[config.mk]
export PLATFORM = sky130hd
export DESIGN_NAME = sncalu_front
export DESIGN_NICKNAME = d
export VERILOG_FILES = /design/src/design/sncalu_pkg.sv /design/src/design/sncalu_front.sv
export SDC_FILE = /design/constraint.sdc
export NUM_CORES = 1
export LEC_CHECK = 0
export CAP_MARGIN = 25
export CELL_PAD_IN_SITES_DETAIL_PLACEMENT = 1
export CELL_PAD_IN_SITES_GLOBAL_PLACEMENT = 2
export CORE_ASPECT_RATIO = 2
export CORE_UTILIZATION = 35
export DETAILED_ROUTE_END_ITERATION = 7
export DONT_BUFFER_PORTS = 1
export PLACE_DENSITY = 0.86
export SLEW_MARGIN = 20
export SYNTH_ARGS = -nofsm -noshare
export SYNTH_HDL_FRONTEND = slang
export SYNTH_SLANG_ARGS = --single-unit
[constraint.sdc]
create_clock -name vclk -period 8.2
set_clock_uncertainty 0.1 [all_clocks]
set_input_delay 0.41 -clock vclk [all_inputs]
set_output_delay 0.41 -clock vclk [all_outputs]
set_load 0.01 [all_outputs]
[src/design/sncalu_pkg.sv]
// Shared types and codes for the SQL null-aware checked ALU.
// No dependencies; every other design file imports this package.
`timescale 1ns / 1ps
`default_nettype none

package sncalu_pkg;

   localparam int DataWidth = 64;
   localparam int DivBits   = 64;
   localparam int NumStages = DivBits + 2;

   localparam logic [3:0] FN_ADD     = 4'd0;
   localparam logic [3:0] FN_SUB     = 4'd1;
   localparam logic [3:0] FN_MUL     = 4'd2;
   localparam logic [3:0] FN_DIV     = 4'd3;
   localparam logic [3:0] FN_EQ      = 4'd4;
   localparam logic [3:0] FN_NE      = 4'd5;
   localparam logic [3:0] FN_LT      = 4'd6;
   localparam logic [3:0] FN_LE      = 4'd7;
   localparam logic [3:0] FN_GT      = 4'd8;
   localparam logic [3:0] FN_GE      = 4'd9;
   localparam logic [3:0] FN_AND     = 4'd10;
   localparam logic [3:0] FN_OR      = 4'd11;
   localparam logic [3:0] FN_NOT     = 4'd12;
   localparam logic [3:0] FN_ISNULL  = 4'd13;
   localparam logic [3:0] FN_NOTNULL = 4'd14;

   localparam logic [1:0] KIND_NULL = 2'd0;
   localparam logic [1:0] KIND_BOOL = 2'd1;
   localparam logic [1:0] KIND_INT  = 2'd2;

   localparam logic [2:0] ST_OK   = 3'd0;
   localparam logic [2:0] ST_NULL = 3'd1;
   localparam logic [2:0] ST_OVF  = 3'd2;
   localparam logic [2:0] ST_DIV0 = 3'd3;
   localparam logic [2:0] ST_KIND = 3'd4;

   localparam logic [DataWidth-1:0] SignBit  = {1'b1, {(DataWidth-1){1'b0}}};
   localparam logic [DataWidth-1:0] MinusOne = {DataWidth{1'b1}};

   // One classified transaction as it waits between front and back.
   typedef struct packed {
      logic                 done;
      logic                 is_mul;
      logic                 is_div;
      logic [1:0]           kind;
      logic [DataWidth-1:0] value;
      logic [2:0]           status;
      logic [DataWidth-1:0] a;
      logic [DataWidth-1:0] b;
   } item_type;

endpackage

`default_nettype wire

[src/design/sncalu_front.sv]
// Front classifier: decodes tags and settles every operation except mul and div.
// Depends on sncalu_pkg.
`timescale 1ns / 1ps
`default_nettype none

module sncalu_front (
   input  wire logic [3:0]                     func,
   input  wire logic [1:0]                     left_kind,
   input  wire logic [sncalu_pkg::DataWidth-1:0] left_value,
   input  wire logic [1:0]                     right_kind,
   input  wire logic [sncalu_pkg::DataWidth-1:0] right_value,
   output sncalu_pkg::item_type                item
);
   import sncalu_pkg::*;

   logic [1:0]           lk, rk;
   logic [DataWidth-1:0] sum, diff;
   logic                 lt, gt, want, decide, res;

   always_comb begin
      lk     = (left_kind == 2'd3) ? KIND_NULL : left_kind;
      rk     = (right_kind == 2'd3) ? KIND_NULL : right_kind;
      sum    = left_value + right_value;
      diff   = left_value - right_value;
      if (lk == KIND_INT) begin
         lt = $signed(left_value) < $signed(right_value);
         gt = $signed(right_value) < $signed(left_value);
      end else begin
         lt = !left_value[0] && right_value[0];
         gt = left_value[0] && !right_value[0];
      end
      want   = (func == FN_OR);
      decide = (lk == KIND_BOOL && left_value[0] == want) ||
               (rk == KIND_BOOL && right_value[0] == want);

      item        = '0;
      item.done   = 1'b1;
      item.kind   = KIND_NULL;
      item.status = ST_KIND;
      item.a      = left_value;
      item.b      = right_value;
      res         = 1'b0;

      case (func)
         FN_ADD, FN_SUB, FN_MUL, FN_DIV: begin
            if (lk == KIND_NULL || rk == KIND_NULL) begin
               item.status = ST_NULL;
            end else if (lk != KIND_INT || rk != KIND_INT) begin
               item.status = ST_KIND;
            end else if (func == FN_ADD) begin
               if (left_value[63] == right_value[63] && sum[63] != left_value[63]) begin
                  item.status = ST_OVF;
               end else begin
                  item.kind   = KIND_INT;
                  item.value  = sum;
                  item.status = ST_OK;
               end
            end else if (func == FN_SUB) begin
               if (left_value[63] != right_value[63] && diff[63] != left_value[63]) begin
                  item.status = ST_OVF;
               end else begin
                  item.kind   = KIND_INT;
                  item.value  = diff;
                  item.status = ST_OK;
               end
            end else if (func == FN_MUL) begin
               item.done   = 1'b0;
               item.is_mul = 1'b1;
            end else if (right_value == '0) begin
               item.status = ST_DIV0;
            end else if (left_value == SignBit && right_value == MinusOne) begin
               item.status = ST_OVF;
            end else begin
               item.done   = 1'b0;
               item.is_div = 1'b1;
            end
         end
         FN_EQ, FN_NE, FN_LT, FN_LE, FN_GT, FN_GE: begin
            if (lk == KIND_NULL || rk == KIND_NULL) begin
               item.status = ST_NULL;
            end else if (lk != rk) begin
               item.status = ST_KIND;
            end else begin
               case (func)
                  FN_EQ:   res = !lt && !gt;
                  FN_NE:   res = lt || gt;
                  FN_LT:   res = lt;
                  FN_LE:   res = !gt;
                  FN_GT:   res = gt;
                  default: res = !lt;
               endcase
               item.kind   = KIND_BOOL;
               item.value  = {{(DataWidth-1){1'b0}}, res};
               item.status = ST_OK;
            end
         end
         FN_AND, FN_OR: begin
            if (lk == KIND_INT || rk == KIND_INT) begin
               item.status = ST_KIND;
            end else if (decide) begin
               item.kind   = KIND_BOOL;
               item.value  = {{(DataWidth-1){1'b0}}, want};
               item.status = ST_OK;
            end else if (lk == KIND_NULL || rk == KIND_NULL) begin
               item.status = ST_NULL;
            end else begin
               item.kind   = KIND_BOOL;
               item.value  = {{(DataWidth-1){1'b0}}, !want};
               item.status = ST_OK;
            end
         end
         FN_NOT: begin
            if (lk == KIND_NULL) begin
               item.status = ST_NULL;
            end else if (lk == KIND_INT) begin
               item.status = ST_KIND;
            end else begin
               item.kind   = KIND_BOOL;
               item.value  = {{(DataWidth-1){1'b0}}, !left_value[0]};
               item.status = ST_OK;
            end
         end
         FN_ISNULL, FN_NOTNULL: begin
            item.kind   = KIND_BOOL;
            item.value  = {{(DataWidth-1){1'b0}}, (lk == KIND_NULL) == (func == FN_ISNULL)};
            item.status = ST_OK;
         end
         default: begin
            item.status = ST_KIND;
         end
      endcase
   end

endmodule

`default_nettype wire

==> flow_summary.ini <==
[sta]
whs_ns = 0.720
fin_crit_sh_pct = 66.9
setup_viol = 0
rsz0062_at_grt = no
drv_slew = 0
slew_headroom_pct = 24.5
period_needed_ns = 5.49
max_freq_ghz = 0.182
hold_viol_final = 0
fin_tns_setup_ns = 0
worst_pin_slew_ns = 1.12

[synthesis]
syn_area_sq_um = 11800
synth_seq_area_share_pct = 0
synth_cell_types = 84
synth_fp_nets = 2166
synth-warning-count = 0
synth_area_per_cell_sq_um = 6.43
syn_inst = 1829

[clock_network]
cts_hold_buf = 0
cts-resized-gates = 0
cts_setup_buffers = 0

[global_route]
grt_util_all_layers_pct = 34.5
grt_start_max_net_pins = 68
use_met1_pct = 28.7
antenna_found_initial = 1
gr-usage-met2_pct = 65.8
grt_util_met3_pct = 7.05
grt_pass1_wl_um = 89000
grt_pass1_vias = 14000
top_usage_layer = met2
grt_overflow = 0

[setup_path]
required_ns = 7.69
critical-path-slowest-cell = mux2i_2
cp_max_fo = 32
path_cells = inv_1, ha_1, inv_1, a21oi_1, o21ba_2, o21ai_0, a211oi_1, a21oi_1, o211ai_1, a21o_1, mux2i_2, nand2_2, buf_4, nor3_1
start_kind = input port
path_class = in2out
crit_path_end_kind = output pin
critPathMaxStageDelay_ns = 0.57
arrival_ns = 4.98

[final_layout]
clock_buffer_count = 0
syn_to_final_growth_pct = -5.55
final-seq-area_sq_um = 0
fin_nets = 1969
mostFrequentLayoutCells = inv_1, a21oi_1, ha_1, nor2_1, nand2_1
fin_area_sq_um = 11100
nFillCells = 4368
multiInputGateArea_sq_um = 9690
final_common_cell = inv_1
drive_gt1_share_pct = 2.52
n_sequential_cell = 0

[power_and_ir_drop]
p_leak_nw = 4.92
p_per_area_nw_per_um2 = 70.3
ir_worst_vdd_mv = 0.0191

[routing]
wl_per_cell_um = 29.7
route.detailed.drc = 0
vias = 13100
drtIter0Drc = 622
drt-total-wl_um = 61300
antenna_left = 0
firstDrtPassIters = 5
via_per_inst = 6.37

[placement]
dpl_cell_area_sq_um = 11100
finalWeightedCongestion = 1.04
dp_hpwl_um = 52700
portBuffers = 0

[floorplanning]
initial_core_util_pct = 35.7
rows = 94
die_height_um = 261
die-area_sq_um = 34400
core-area_sq_um = 32900
dieWidth_um = 132
pin_count = 336

[status]
status = finished clean

[run]
drv_cap = 0

[hold_path]
holdCritPathClass = in2out
## synth_stat cells (12+ instances only)
| master | count | area share (%) |
|---|---|---|
| nor3_1 | 49 | 2.1 |
| a21o_1 | 33 | 2.1 |
| a211oi_1 | 26 | 1.7 |
| nor2_1 | 172 | 5.5 |
| buf_2 | 22 | 0.94 |
| buf_4 | 128 | 8.2 |
| nand3_1 | 42 | 1.8 |
| nor2b_1 | 23 | 1.2 |
| a31oi_1 | 12 | 0.64 |
| xnor2_1 | 45 | 3.4 |
| nand2_1 | 104 | 3.3 |
| o31ai_1 | 20 | 1.3 |
| inv_1 | 211 | 6.7 |
| or3_1 | 13 | 0.69 |
| o21bai_1 | 48 | 3.1 |
| ha_1 | 199 | 21 |
| o21a_1 | 15 | 0.96 |
| o21ai_0 | 94 | 4.0 |
| clkbuf_1 | 52 | 1.7 |
| mux2i_1 | 12 | 1.0 |
| nand4_1 | 40 | 2.1 |
| o211ai_1 | 20 | 1.3 |
| nor4_1 | 61 | 3.2 |
| nand2b_1 | 16 | 0.85 |
| a21oi_1 | 199 | 8.5 |
## power breakdown
part | total, W | switching, W | internal (W)
logic | 0.000781 | 0.000524 | 0.000257
registers | 0 | 0 | 0
clock network | 0.0000000000185 | 0 | 0.0000000000185
## final cells by class
type	count	share of cell area [%]
Antenna cell	1	0.0225
Multi-Input combinational cell	1407	87.2
Inverter	214	7.28
Timing Repair Buffer	9	0.608
Tap cell	432	4.87
## worst max-delay path: cells and delay by family
kind	cells	cell delay [ns]
buffers and inverters	3	0.58
AND/OR/NAND/NOR	2	0.88
AO/OA/AOI/OAI	7	2.01
adder cells (fa/ha/maj)	1	0.48
multiplexers	1	0.57
## per-stage QoR
stage          setup WS, ns  instances  util, %  power [W]
2_1_floorplan          4.16       1829        -   0.000591
3_3_place_gp           2.94       2062     33.7   0.000761
3_5_place_dp           2.80       2062     33.7   0.000763
4_1_cts                2.79       2062     33.7   0.000769
5_1_grt                2.41       2062     33.7   0.000839
6_report               2.71       2063     33.7   0.000781
## worst paths after layout
check | slack [ns] | cells past startpoint | to | from
setup / recovery | 2.71 | 14 | item[179] | left_value[20]
hold / removal | 0.72 | 0 | item[121] | left_value[57]
## per-layer routing
layer | vias up | wire length, um
li1 | 5948 | -
met1 | 6350 | 18700
met2 | 565 | 31600
met3 | 268 | 3730
met4 | 0 | 7230
met5 | - | 0
## cells by family after synthesis
| kind of cell | Yosys count | share of synthesized area (%) |
|---|---|---|
| AOI/OAI and AO/OA | 575 | 31.9 |
| and+or+nand+nor | 566 | 23.7 |
| buffers and inverters | 422 | 17.9 |
| adders and majority gates | 201 | 21.5 |
| xor gates and xnor gates | 52 | 3.87 |
| muxes | 13 | 1.14 |
No activity file was read; power rests on OpenSTA's default activity.
