===== config.mk =====
export PLATFORM = sky130hd
export DESIGN_NAME = sncalu_queue
export DESIGN_NICKNAME = d
export VERILOG_FILES = /design/src/design/sncalu_pkg.sv /design/src/design/sncalu_queue.sv
export SDC_FILE = /design/constraint.sdc
export NUM_CORES = 1
export LEC_CHECK = 0
export BUFFER_PORTS_ARGS = -buffer_cell sky130_fd_sc_hd__clkbuf_2
export CAP_MARGIN = 20
export CORE_ASPECT_RATIO = 0.9
export CORE_UTILIZATION = 51
export DETAILED_ROUTE_END_ITERATION = 8
export PLACE_DENSITY_LB_ADDON = 0.3
export SLEW_MARGIN = 40
export SYNTH_ARGS = -nofsm -noshare
export SYNTH_HDL_FRONTEND = slang
export SYNTH_SLANG_ARGS = --single-unit

===== constraint.sdc =====
create_clock -name clock -period 16.4 [get_ports clock]
set_input_delay 2.46 -clock clock [delete_from_list [all_inputs] [get_ports clock]]
set_output_delay 2.46 -clock clock [all_outputs]
set_load 0.1 [all_outputs]

===== src/design/sncalu_pkg.sv =====
// Shared types and codes for the SQL null-aware checked ALU.
// No dependencies; every other design file imports this package.
`timescale 1ns / 1ps
`default_nettype none

package sncalu_pkg;

   localparam int DataWidth = 64;
   localparam int DivBits   = 64;
   localparam int NumStages = DivBits + 2;

   localparam logic [3:0] FN_ADD     = 4'd0;
   localparam logic [3:0] FN_SUB     = 4'd1;
   localparam logic [3:0] FN_MUL     = 4'd2;
   localparam logic [3:0] FN_DIV     = 4'd3;
   localparam logic [3:0] FN_EQ      = 4'd4;
   localparam logic [3:0] FN_NE      = 4'd5;
   localparam logic [3:0] FN_LT      = 4'd6;
   localparam logic [3:0] FN_LE      = 4'd7;
   localparam logic [3:0] FN_GT      = 4'd8;
   localparam logic [3:0] FN_GE      = 4'd9;
   localparam logic [3:0] FN_AND     = 4'd10;
   localparam logic [3:0] FN_OR      = 4'd11;
   localparam logic [3:0] FN_NOT     = 4'd12;
   localparam logic [3:0] FN_ISNULL  = 4'd13;
   localparam logic [3:0] FN_NOTNULL = 4'd14;

   localparam logic [1:0] KIND_NULL = 2'd0;
   localparam logic [1:0] KIND_BOOL = 2'd1;
   localparam logic [1:0] KIND_INT  = 2'd2;

   localparam logic [2:0] ST_OK   = 3'd0;
   localparam logic [2:0] ST_NULL = 3'd1;
   localparam logic [2:0] ST_OVF  = 3'd2;
   localparam logic [2:0] ST_DIV0 = 3'd3;
   localparam logic [2:0] ST_KIND = 3'd4;

   localparam logic [DataWidth-1:0] SignBit  = {1'b1, {(DataWidth-1){1'b0}}};
   localparam logic [DataWidth-1:0] MinusOne = {DataWidth{1'b1}};

   // One classified transaction as it waits between front and back.
   typedef struct packed {
      logic                 done;
      logic                 is_mul;
      logic                 is_div;
      logic [1:0]           kind;
      logic [DataWidth-1:0] value;
      logic [2:0]           status;
      logic [DataWidth-1:0] a;
      logic [DataWidth-1:0] b;
   } item_type;

endpackage

`default_nettype wire


===== src/design/sncalu_queue.sv =====
// Four-entry queue of classified transactions between the front and the back.
// Depends on sncalu_pkg.
`timescale 1ns / 1ps
`default_nettype none

module sncalu_queue (
   input  wire logic                 clock,
   input  wire logic                 reset,
   input  wire logic                 wr_en,
   input  sncalu_pkg::item_type      wr_item,
   output logic                      q_full,
   input  wire logic                 rd_en,
   output logic                      q_empty,
   output sncalu_pkg::item_type      rd_item
);
   import sncalu_pkg::*;

   item_type   mem_ff [0:3];
   logic [1:0] wptr_ff, wptr_in, rptr_ff, rptr_in;
   logic [2:0] count_ff, count_in;

   always_comb begin
      q_full   = (count_ff == 3'd4);
      q_empty  = (count_ff == 3'd0);
      rd_item  = mem_ff[rptr_ff];
      wptr_in  = wptr_ff + 2'(wr_en);
      rptr_in  = rptr_ff + 2'(rd_en);
      count_in = count_ff + 3'(wr_en) - 3'(rd_en);
   end

   always_ff @(posedge clock) begin
      if (wr_en) begin
         mem_ff[wptr_ff] <= wr_item;
      end
   end

   always_ff @(posedge clock) begin
      if (reset) begin
         wptr_ff  <= '0;
         rptr_ff  <= '0;
         count_ff <= '0;
      end else begin
         wptr_ff  <= wptr_in;
         rptr_ff  <= rptr_in;
         count_ff <= count_in;
      end
   end

endmodule

`default_nettype wire


==> metrics.cfg, run 1 <==
[timing]
hold_viol = 0
finClkSkew_ns = 0.01963
tns_ns = 0
worst_slew_pin_slew_ns = 0.7960
rsz0062_at_grt = false
min_period_ns = 6.230
slew_headroom_pct = 46.93
setup_viol = 0
max_freq_mhz = 160.5
timing.final.crit_share_pct = 37.99
drv_slew = 0

[clocking]
cts_setup_buffers = 0
cts_hold_buf = 0
cts.repair.resized = 0
clk_pin_slew_ns = 0.05
cts_tree = done
clockBufferDepth = 3
cts_inserted_buffers = 81
cts.htree.levels = 3
root_buffer = clkbuf_16
numClockSinks = 807
clk_latency_ns = 0.63

[place]
port_buffers = 405
hpwl_um = 33570
gp_congestion = 0.7397

[finish]
nets = 1750
drive_gt1_share_pct = 46.23
fillers = 3788
fin_util_pct = 61.91
area_delta_synth_final_pct = 18.88

[global_routing]
grt_pass1_wl_um = 83560
grt_max_degree = 86
antenna_found_initial = 15
grt_use_total_pct = 19.37
overflow = 0
grt_pass1_vias = 13860

[detailed_routing]
wirelength_um = 55740
wl_per_cell_um = 23.59
vias = 12980
dr.pass1.iters = 5
viasPerCell = 5.493
drt_iter0_drc = 843
drc = 0
ant_nets = 0

[die]
die-area_um2 = 58270
dieWidth_um = 254.3
initial_utilization_pct = 52.08
rows = 82
core-area_um2 = 56120
fp.dieH_um = 229.1
io_pins = 406

[worst_hold_path]
hp-class = reg2reg

[setup_path]
worst_setup_path_start_kind = register
worstPathMaxFanout = 53
required_ns = 13.94
endpoint_kind = output port
critical_path_class = reg2out
crit_arrival_ns = 3.77

[pwr]
vdd_drop_max_mv = 0.1168
power_density_nw_per_um2 = 148.0
p_leak_nw = 11.68

[synth]
ys_seq_area_share_pct = 82.67
synth_nets = 1286
synth_cells = 1077
synth.avg_cell_area_um2 = 27.14
synth_top_area_share_pct = 82.20
synthTopCellsByArea = edfxtp_1 (82%), mux4_2 (15%), buf_6 (0.85%)
synth_warnings = 0
post-synth-top-area-cell = edfxtp_1
ys_types = 18
netlist_area_um2 = 29230
ys_ff_latch = 807

[job]
max_cap_viol_count = 0

[status]
status = finished clean

cell usage in the layout (no fill, tap or decap), types with 2 or more instances in the layout:
| master | n |
|---|---|
| buf_12 | 4 |
| buf_16 | 2 |
| buf_4 | 6 |
| buf_6 | 7 |
| bufinv_16 | 7 |
| clkbuf_1 | 19 |
| clkbuf_16 | 83 |
| clkbuf_2 | 405 |
| clkinv_1 | 16 |
| clkinv_2 | 9 |
| clkinv_8 | 2 |
| clkinvlp_4 | 3 |
| dfxtp_1 | 5 |
| dfxtp_4 | 2 |
| diode_2 | 4 |
| edfxtp_1 | 800 |
| ha_1 | 4 |
| inv_1 | 4 |
| inv_6 | 4 |
| mux4_2 | 200 |
| nor2_1 | 3 |
| nor2b_1 | 4 |
| xnor2_1 | 2 |
per-stage QoR:
stage	std cells	worst slack, ns	total power, mW	hold WS [ns]	cell area (um2)
after global placement	2210	10.27	3.397	0.5752	32020
after CTS	2359	9.968	5.195	0.6119	34730
after floorplan	1077	4.808	3.255	0.5346	29230
after global routing	2360	9.839	5.296	0.6726	34740
after detailed placement	2214	10.65	3.410	0.6053	32150
final	2363	10.17	5.143	0.6016	34740
layer usage:
metal	share of wire (%)	GRT usage (%)	vias to the layer above
met5	0.23	0	-
met4	2.5	6.551	20
met3	8.9	6.921	105
met2	49	30.17	422
met1	39	25.48	6772
li1	-	-	5660
registers in the layout, summed over array words and instances, names as in the netlist:
register,flops
mem_ff,800
count_ff,3
rptr_ff,2
wptr_ff,2
critical path, stage by stage (launching register included):
cell and delay (ns):
dfxtp_4 0.73, clkbuf_8 0.69, buf_4 0.65, mux4_2 0.62, clkbuf_2 0.39
power by group:
part / leakage [nW] / internal [mW] / switching [mW]
Combinational: 3.02 / 0.190 / 0.768
Sequential: 7.41 / 2.37 / 0.0274
Clock: 1.25 / 1.04 / 0.744
Total: 11.7 / 3.60 / 1.54
final cells by class:
cell class | count | area, um2 | area share [%]
sequential | 807 | 24170 | 69.57
multi-input combinational | 222 | 4721 | 13.59
timing repair buffer | 425 | 2300 | 6.619
clock buffer | 102 | 2148 | 6.183
tap | 756 | 945.9 | 2.722
clock inverter | 43 | 434.2 | 1.250
inverter | 4 | 15.01 | 0.04321
antenna | 4 | 10.01 | 0.02881
cell usage after synthesis:
master,number
and3_1,2
and3b_1,1
buf_2,20
buf_6,22
clkbuf_1,2
dfxtp_1,7
edfxtp_1,800
fa_1,1
ha_1,4
inv_1,4
mux4_2,200
nand2_1,1
nor2_1,4
nor2b_1,4
nor3_1,1
nor3b_1,1
xnor2_1,2
xor3_1,1
kinds of logic after synthesis:
| group | share of synthesized area, % |
|---|---|
| mux | 15.41 |
| flops | 82.67 |
| buf+inv | 1.267 |
| xor+xnor | 0.1413 |
| simple gates | 0.2654 |
| fa+ha+maj | 0.2397 |
path summary, 6_finish.rpt:
check             startpoint       endpoint  slack [ns]  depth (start not counted)
setup / recovery  rptr_ff[0]   rd_item[121]       10.17                          4
hold / removal    wptr_ff[1]     wptr_ff[1]        0.60                          2
setup reg to reg  wptr_ff[0]  mem_ff[3][47]       13.81                          4
hold reg to reg   wptr_ff[1]     wptr_ff[1]        0.60                          2
No activity file was read; power rests on OpenSTA's default activity.
==> run 2, diff against run 1 <==
clock period = 5.05 ns   (was 16.4 ns; I/O delays follow)
==> metrics.cfg, run 2 (same netlist as run 1, synthesis figures left out) <==
[status]
status = finished clean

[finish]
nets = 1749
fin_util_pct = 62.10
largest_register_ff_count = 800
final_area_um2 = 34850
final_common_cell = edfxtp_1
area_delta_synth_final_pct = 19.24
drive_gt1_share_pct = 46.41
top_register = mem_ff
reg.largest.list = mem_ff x800, count_ff x3
final_cell_mix = edfxtp_1 (800), clkbuf_2 (405), mux4_2 (200)

[clocking]
cts.repair.resized = 0
clk_latency_ns = 0.63
cts_hold_buf = 0
root_buffer = clkbuf_16
cts.htree.levels = 3
numClockSinks = 807
cts_tree = done
cts_setup_buffers = 0
clockBufferDepth = 3
clk_pin_slew_ns = 0.06
cts_inserted_buffers = 80

[global_routing]
overflow = 0
grt_max_degree = 111
grt_pass1_vias = 13860
grt_use_total_pct = 19.28
grt_pass1_wl_um = 83210
antenna_found_initial = 8

[setup_path]
crit_arrival_ns = 2.93
required_ns = 4.29
timing.rr.start = wptr_ff[1]
cp_num_buf_inv = 2
max_stage_delay_ns = 0.75
worst_path_max_delay_cell = dfxtp_4
endpoint_kind = output port
cp_cell_sequence = buf_12 -> mux4_2 -> clkbuf_2
r2r_slack_ns = 2.94
crit_family = buffers and inverters
worst_setup_path_start_kind = register
critical_path_class = reg2out
r2r_end = mem_ff[2][119]
worstPathMaxFanout = 55
rr_worst_depth = 3

[detailed_routing]
ant_nets = 0
vias = 12960
viasPerCell = 5.486
dr.pass1.iters = 4
wirelength_um = 54980
drc = 0
wl_per_cell_um = 23.28
drt_iter0_drc = 858

[worst_hold_path]
hold_depth = 1
hp-class = in2reg
hp-start = wr_item[22]
worstHoldEndpoint = mem_ff[0][22]

[place]
port_buffers = 405
hpwl_um = 32540
place_area_um2 = 32200
dp_slack_ns = 1.915
gp_congestion = 0.7506

[die]
core-area_um2 = 56120
fp.dieH_um = 229.1
dieWidth_um = 254.3
die-area_um2 = 58270
io_pins = 406
initial_utilization_pct = 52.08
rows = 82

[job]
max_cap_viol_count = 0

[timing]
hold_viol = 0
max_freq_mhz = 271.3
worst_slew_pin_slew_ns = 0.8008
timing.final.crit_share_pct = 73.00
layout_setup_ws_ns = 1.363
setup_viol = 0
finClkSkew_ns = 0.01341
min_period_ns = 3.687
drv_slew = 0
slew_headroom_pct = 46.61
rsz0062_at_grt = false

[pwr]
power_density_nw_per_um2 = 481.1
finalPower_mw = 16.77
vdd_drop_max_mv = 0.4213
p_leak_nw = 11.72

-- run 2: changes by cell type in the layout (fill, tap and decap cells not counted), sizes merged --
cell / before / now
buf: 19 / 20
clkinv: 28 / 35
diode: 4 / 3
clkinvlp: 3 / 2
clkbuf: 508 / 499
bufinv: 7 / 9
-- run 2: worst register-to-register path: stages, from the launching register on --
cell and delay (ns):
dfxtp_1 0.44, nand2_1 0.13, nor2_4 0.54, buf_12 0.50
-- run 2: where the power goes --
part	switching, mW	total (mW)	internal [mW]	leakage (nW)
clock network	2.46	5.86	3.41	1.28
registers	0.0882	7.79	7.70	7.41
logic	2.49	3.12	0.627	3.04
total	5.03	16.8	11.7	11.7
-- run 2: worst max-delay path by stage --
stage                    start           end  slack (ns)  cells past startpoint
detailed placement  rptr_ff[0]   rd_item[14]        1.92                      3
floorplan                wr_en  mem_ff[0][0]       -1.22                      1
global route        rptr_ff[0]   rd_item[14]        1.13                      3
CTS                 rptr_ff[0]   rd_item[14]        1.22                      3
finish              rptr_ff[0]  rd_item[127]        1.36                      3
global placement    rptr_ff[0]  rd_item[120]        1.93                      3
-- run 2: per-layer routing --
| layer | routed length, um | track usage (%) | vias to the layer above |
|---|---|---|---|
| li1 | - | - | 5642 |
| met2 | 27140 | 30.24 | 421 |
| met3 | 5167 | 7.274 | 85 |
| met5 | 116 | 0 | - |
| met1 | 21640 | 25.60 | 6795 |
| met4 | 914 | 4.895 | 16 |
-- run 2: stage by stage --
stage	instances	TNS [ns]	hold WS (ns)
after floorplan	1077	-243.97	0.5547
after detailed placement	2213	0	0.5839
after global routing	2359	0	0.3050
after global placement	2211	0	0.5809
after CTS	2358	0	0.2941
final	2362	0	0.3361
-- run 2: final cells by class --
type                       count  area [um2]
fill                        3776       21270
multi-input combinational    222        4721
antenna                        3       7.507
clock buffer                  94        2054
sequential                   807       24170
timing repair buffer         425        2372
tap                          756       945.9
inverter                       4       15.01
clock inverter                51       563.0
==> run 3, diff against run 2 <==
CORE_UTILIZATION = 57   (was 51)
clock period = 3.75 ns   (was 5.05 ns; I/O delays follow)
==> metrics.cfg, run 3 (same netlist as run 1, synthesis figures left out) <==
[clocking]
clockBufferDepth = 3
numClockSinks = 807
cts_setup_buffers = 0
root_buffer = clkbuf_16
cts.repair.resized = 0
cts_hold_buf = 0
clk_pin_slew_ns = 0.07
cts_tree = done
cts.htree.levels = 3
cts_inserted_buffers = 77
clk_latency_ns = 0.61

[detailed_routing]
vias = 13100
drc = 0
dr.pass1.iters = 5
drt_iter0_drc = 840
ant_nets = 0
wl_per_cell_um = 25.14
viasPerCell = 5.729
wirelength_um = 57500

[timing]
finClkSkew_ns = 0.01901
setup_viol = 0
hold_viol = 0
layout_setup_ws_ns = 0.4422
min_period_ns = 3.308
slew_headroom_pct = 53.60
rsz0062_at_grt = false
worst_slew_pin_slew_ns = 0.6960
timing.final.crit_share_pct = 88.21
max_freq_mhz = 302.3
tns_ns = 0
drv_slew = 0
holdWs_ns = 0.1641

[finish]
final_common_cell = edfxtp_1
regArea_um2 = 24170
largest_register_ff_count = 800
final_area_um2 = 34670
reg.largest.list = mem_ff x800, count_ff x3
area_delta_synth_final_pct = 18.61
final_cell_mix = edfxtp_1 (800), clkbuf_2 (405), mux4_2 (200)
drive_gt1_share_pct = 46.29
fin_cells = 2287
fin_util_pct = 68.57
nets = 1760
fillers = 3100
top_register = mem_ff
multi_input_area_um2 = 4728

[job]
max_cap_viol_count = 0

[setup_path]
critical_path_class = reg2out
endpoint_kind = output port
required_ns = 3.19
worst_setup_path_start_kind = register
crit_arrival_ns = 2.75
worstPathMaxFanout = 29

[die]
dieWidth_um = 240.7
initial_utilization_pct = 57.81
fp.dieH_um = 216.8
rows = 78
core-area_um2 = 50550
io_pins = 406
die-area_um2 = 52190

[pwr]
finalPower_mw = 21.96
p_clk_share_pct = 32.8
p_int_mw = 15.34
switching_share_pct = 30.15
p_leak_nw = 11.69
power_switching_mw = 6.622
power_density_nw_per_um2 = 633.6
combPwrFrac_pct = 19.3
seqPwrFrac_pct = 47.8
vdd_drop_max_mv = 0.5044

[place]
dp_slack_ns = 1.023
place_inst = 2152
place_area_um2 = 32340
gp_congestion = 0.7768
hpwl_um = 34070
port_buffers = 405

[worst_hold_path]
hp-class = in2reg

[global_routing]
antenna_found_initial = 12
grt_pass1_vias = 14030
grt_use_total_pct = 22.40
grt_max_degree = 75
grt_pass1_wl_um = 84410
overflow = 0

[status]
status = finished clean

run 3: changes by cell type in the layout (fill, tap and decap cells not counted), moves of 3 or more:
cell,delta
buf_12,+8
clkbuf_1,+3
clkinv_2,-6
bufinv_16,-6
buf_4,+6
inv_16,-3
run 3: cell type report:
class | instances | share of cell area, %
clock inverter | 34 | 0.7146
inverter | 4 | 0.04331
timing repair buffer | 439 | 7.435
tap | 680 | 2.454
antenna | 4 | 0.02887
multi-input combinational | 222 | 13.64
clock buffer | 97 | 5.959
sequential | 807 | 69.73
run 3: path summary, 6_finish.rpt:
kind | from | endpoint | slack, ns | cells past startpoint
setup / recovery | rptr_ff[0] | rd_item[10] | 0.44 | 3
hold reg to reg | wptr_ff[1] | wptr_ff[1] | 0.65 | 2
setup reg to reg | wptr_ff[1] | mem_ff[3][14] | 1.74 | 2
hold / removal | wr_item[183] | mem_ff[0][183] | 0.16 | 1
run 3: worst max-delay path, stage by stage, from the launching register on:
cell	delay [ns]
dfxtp_4	0.80
buf_12	0.34
mux4_2	0.57
clkbuf_2	0.41
run 3: metal layers:
layer | track usage, % | vias up | share of wire, %
met2 | 37.21 | 437 | 51
met3 | 7.851 | 113 | 9.3
met1 | 27.50 | 6877 | 37
met4 | 7.516 | 14 | 2.5
li1 | - | 5662 | -
met5 | 0 | - | 0.14
run 3: power by group through the flow:
stage | Clock, mW | Combinational [mW] | Sequential (mW)
floorplan | 0 | 3.52 | 10.7
finish | 7.21 | 4.25 | 10.5
detailed placement | 0 | 4.27 | 10.7
global placement | 0 | 4.24 | 10.7
global route | 7.69 | 4.39 | 10.5
CTS | 7.37 | 4.29 | 10.5
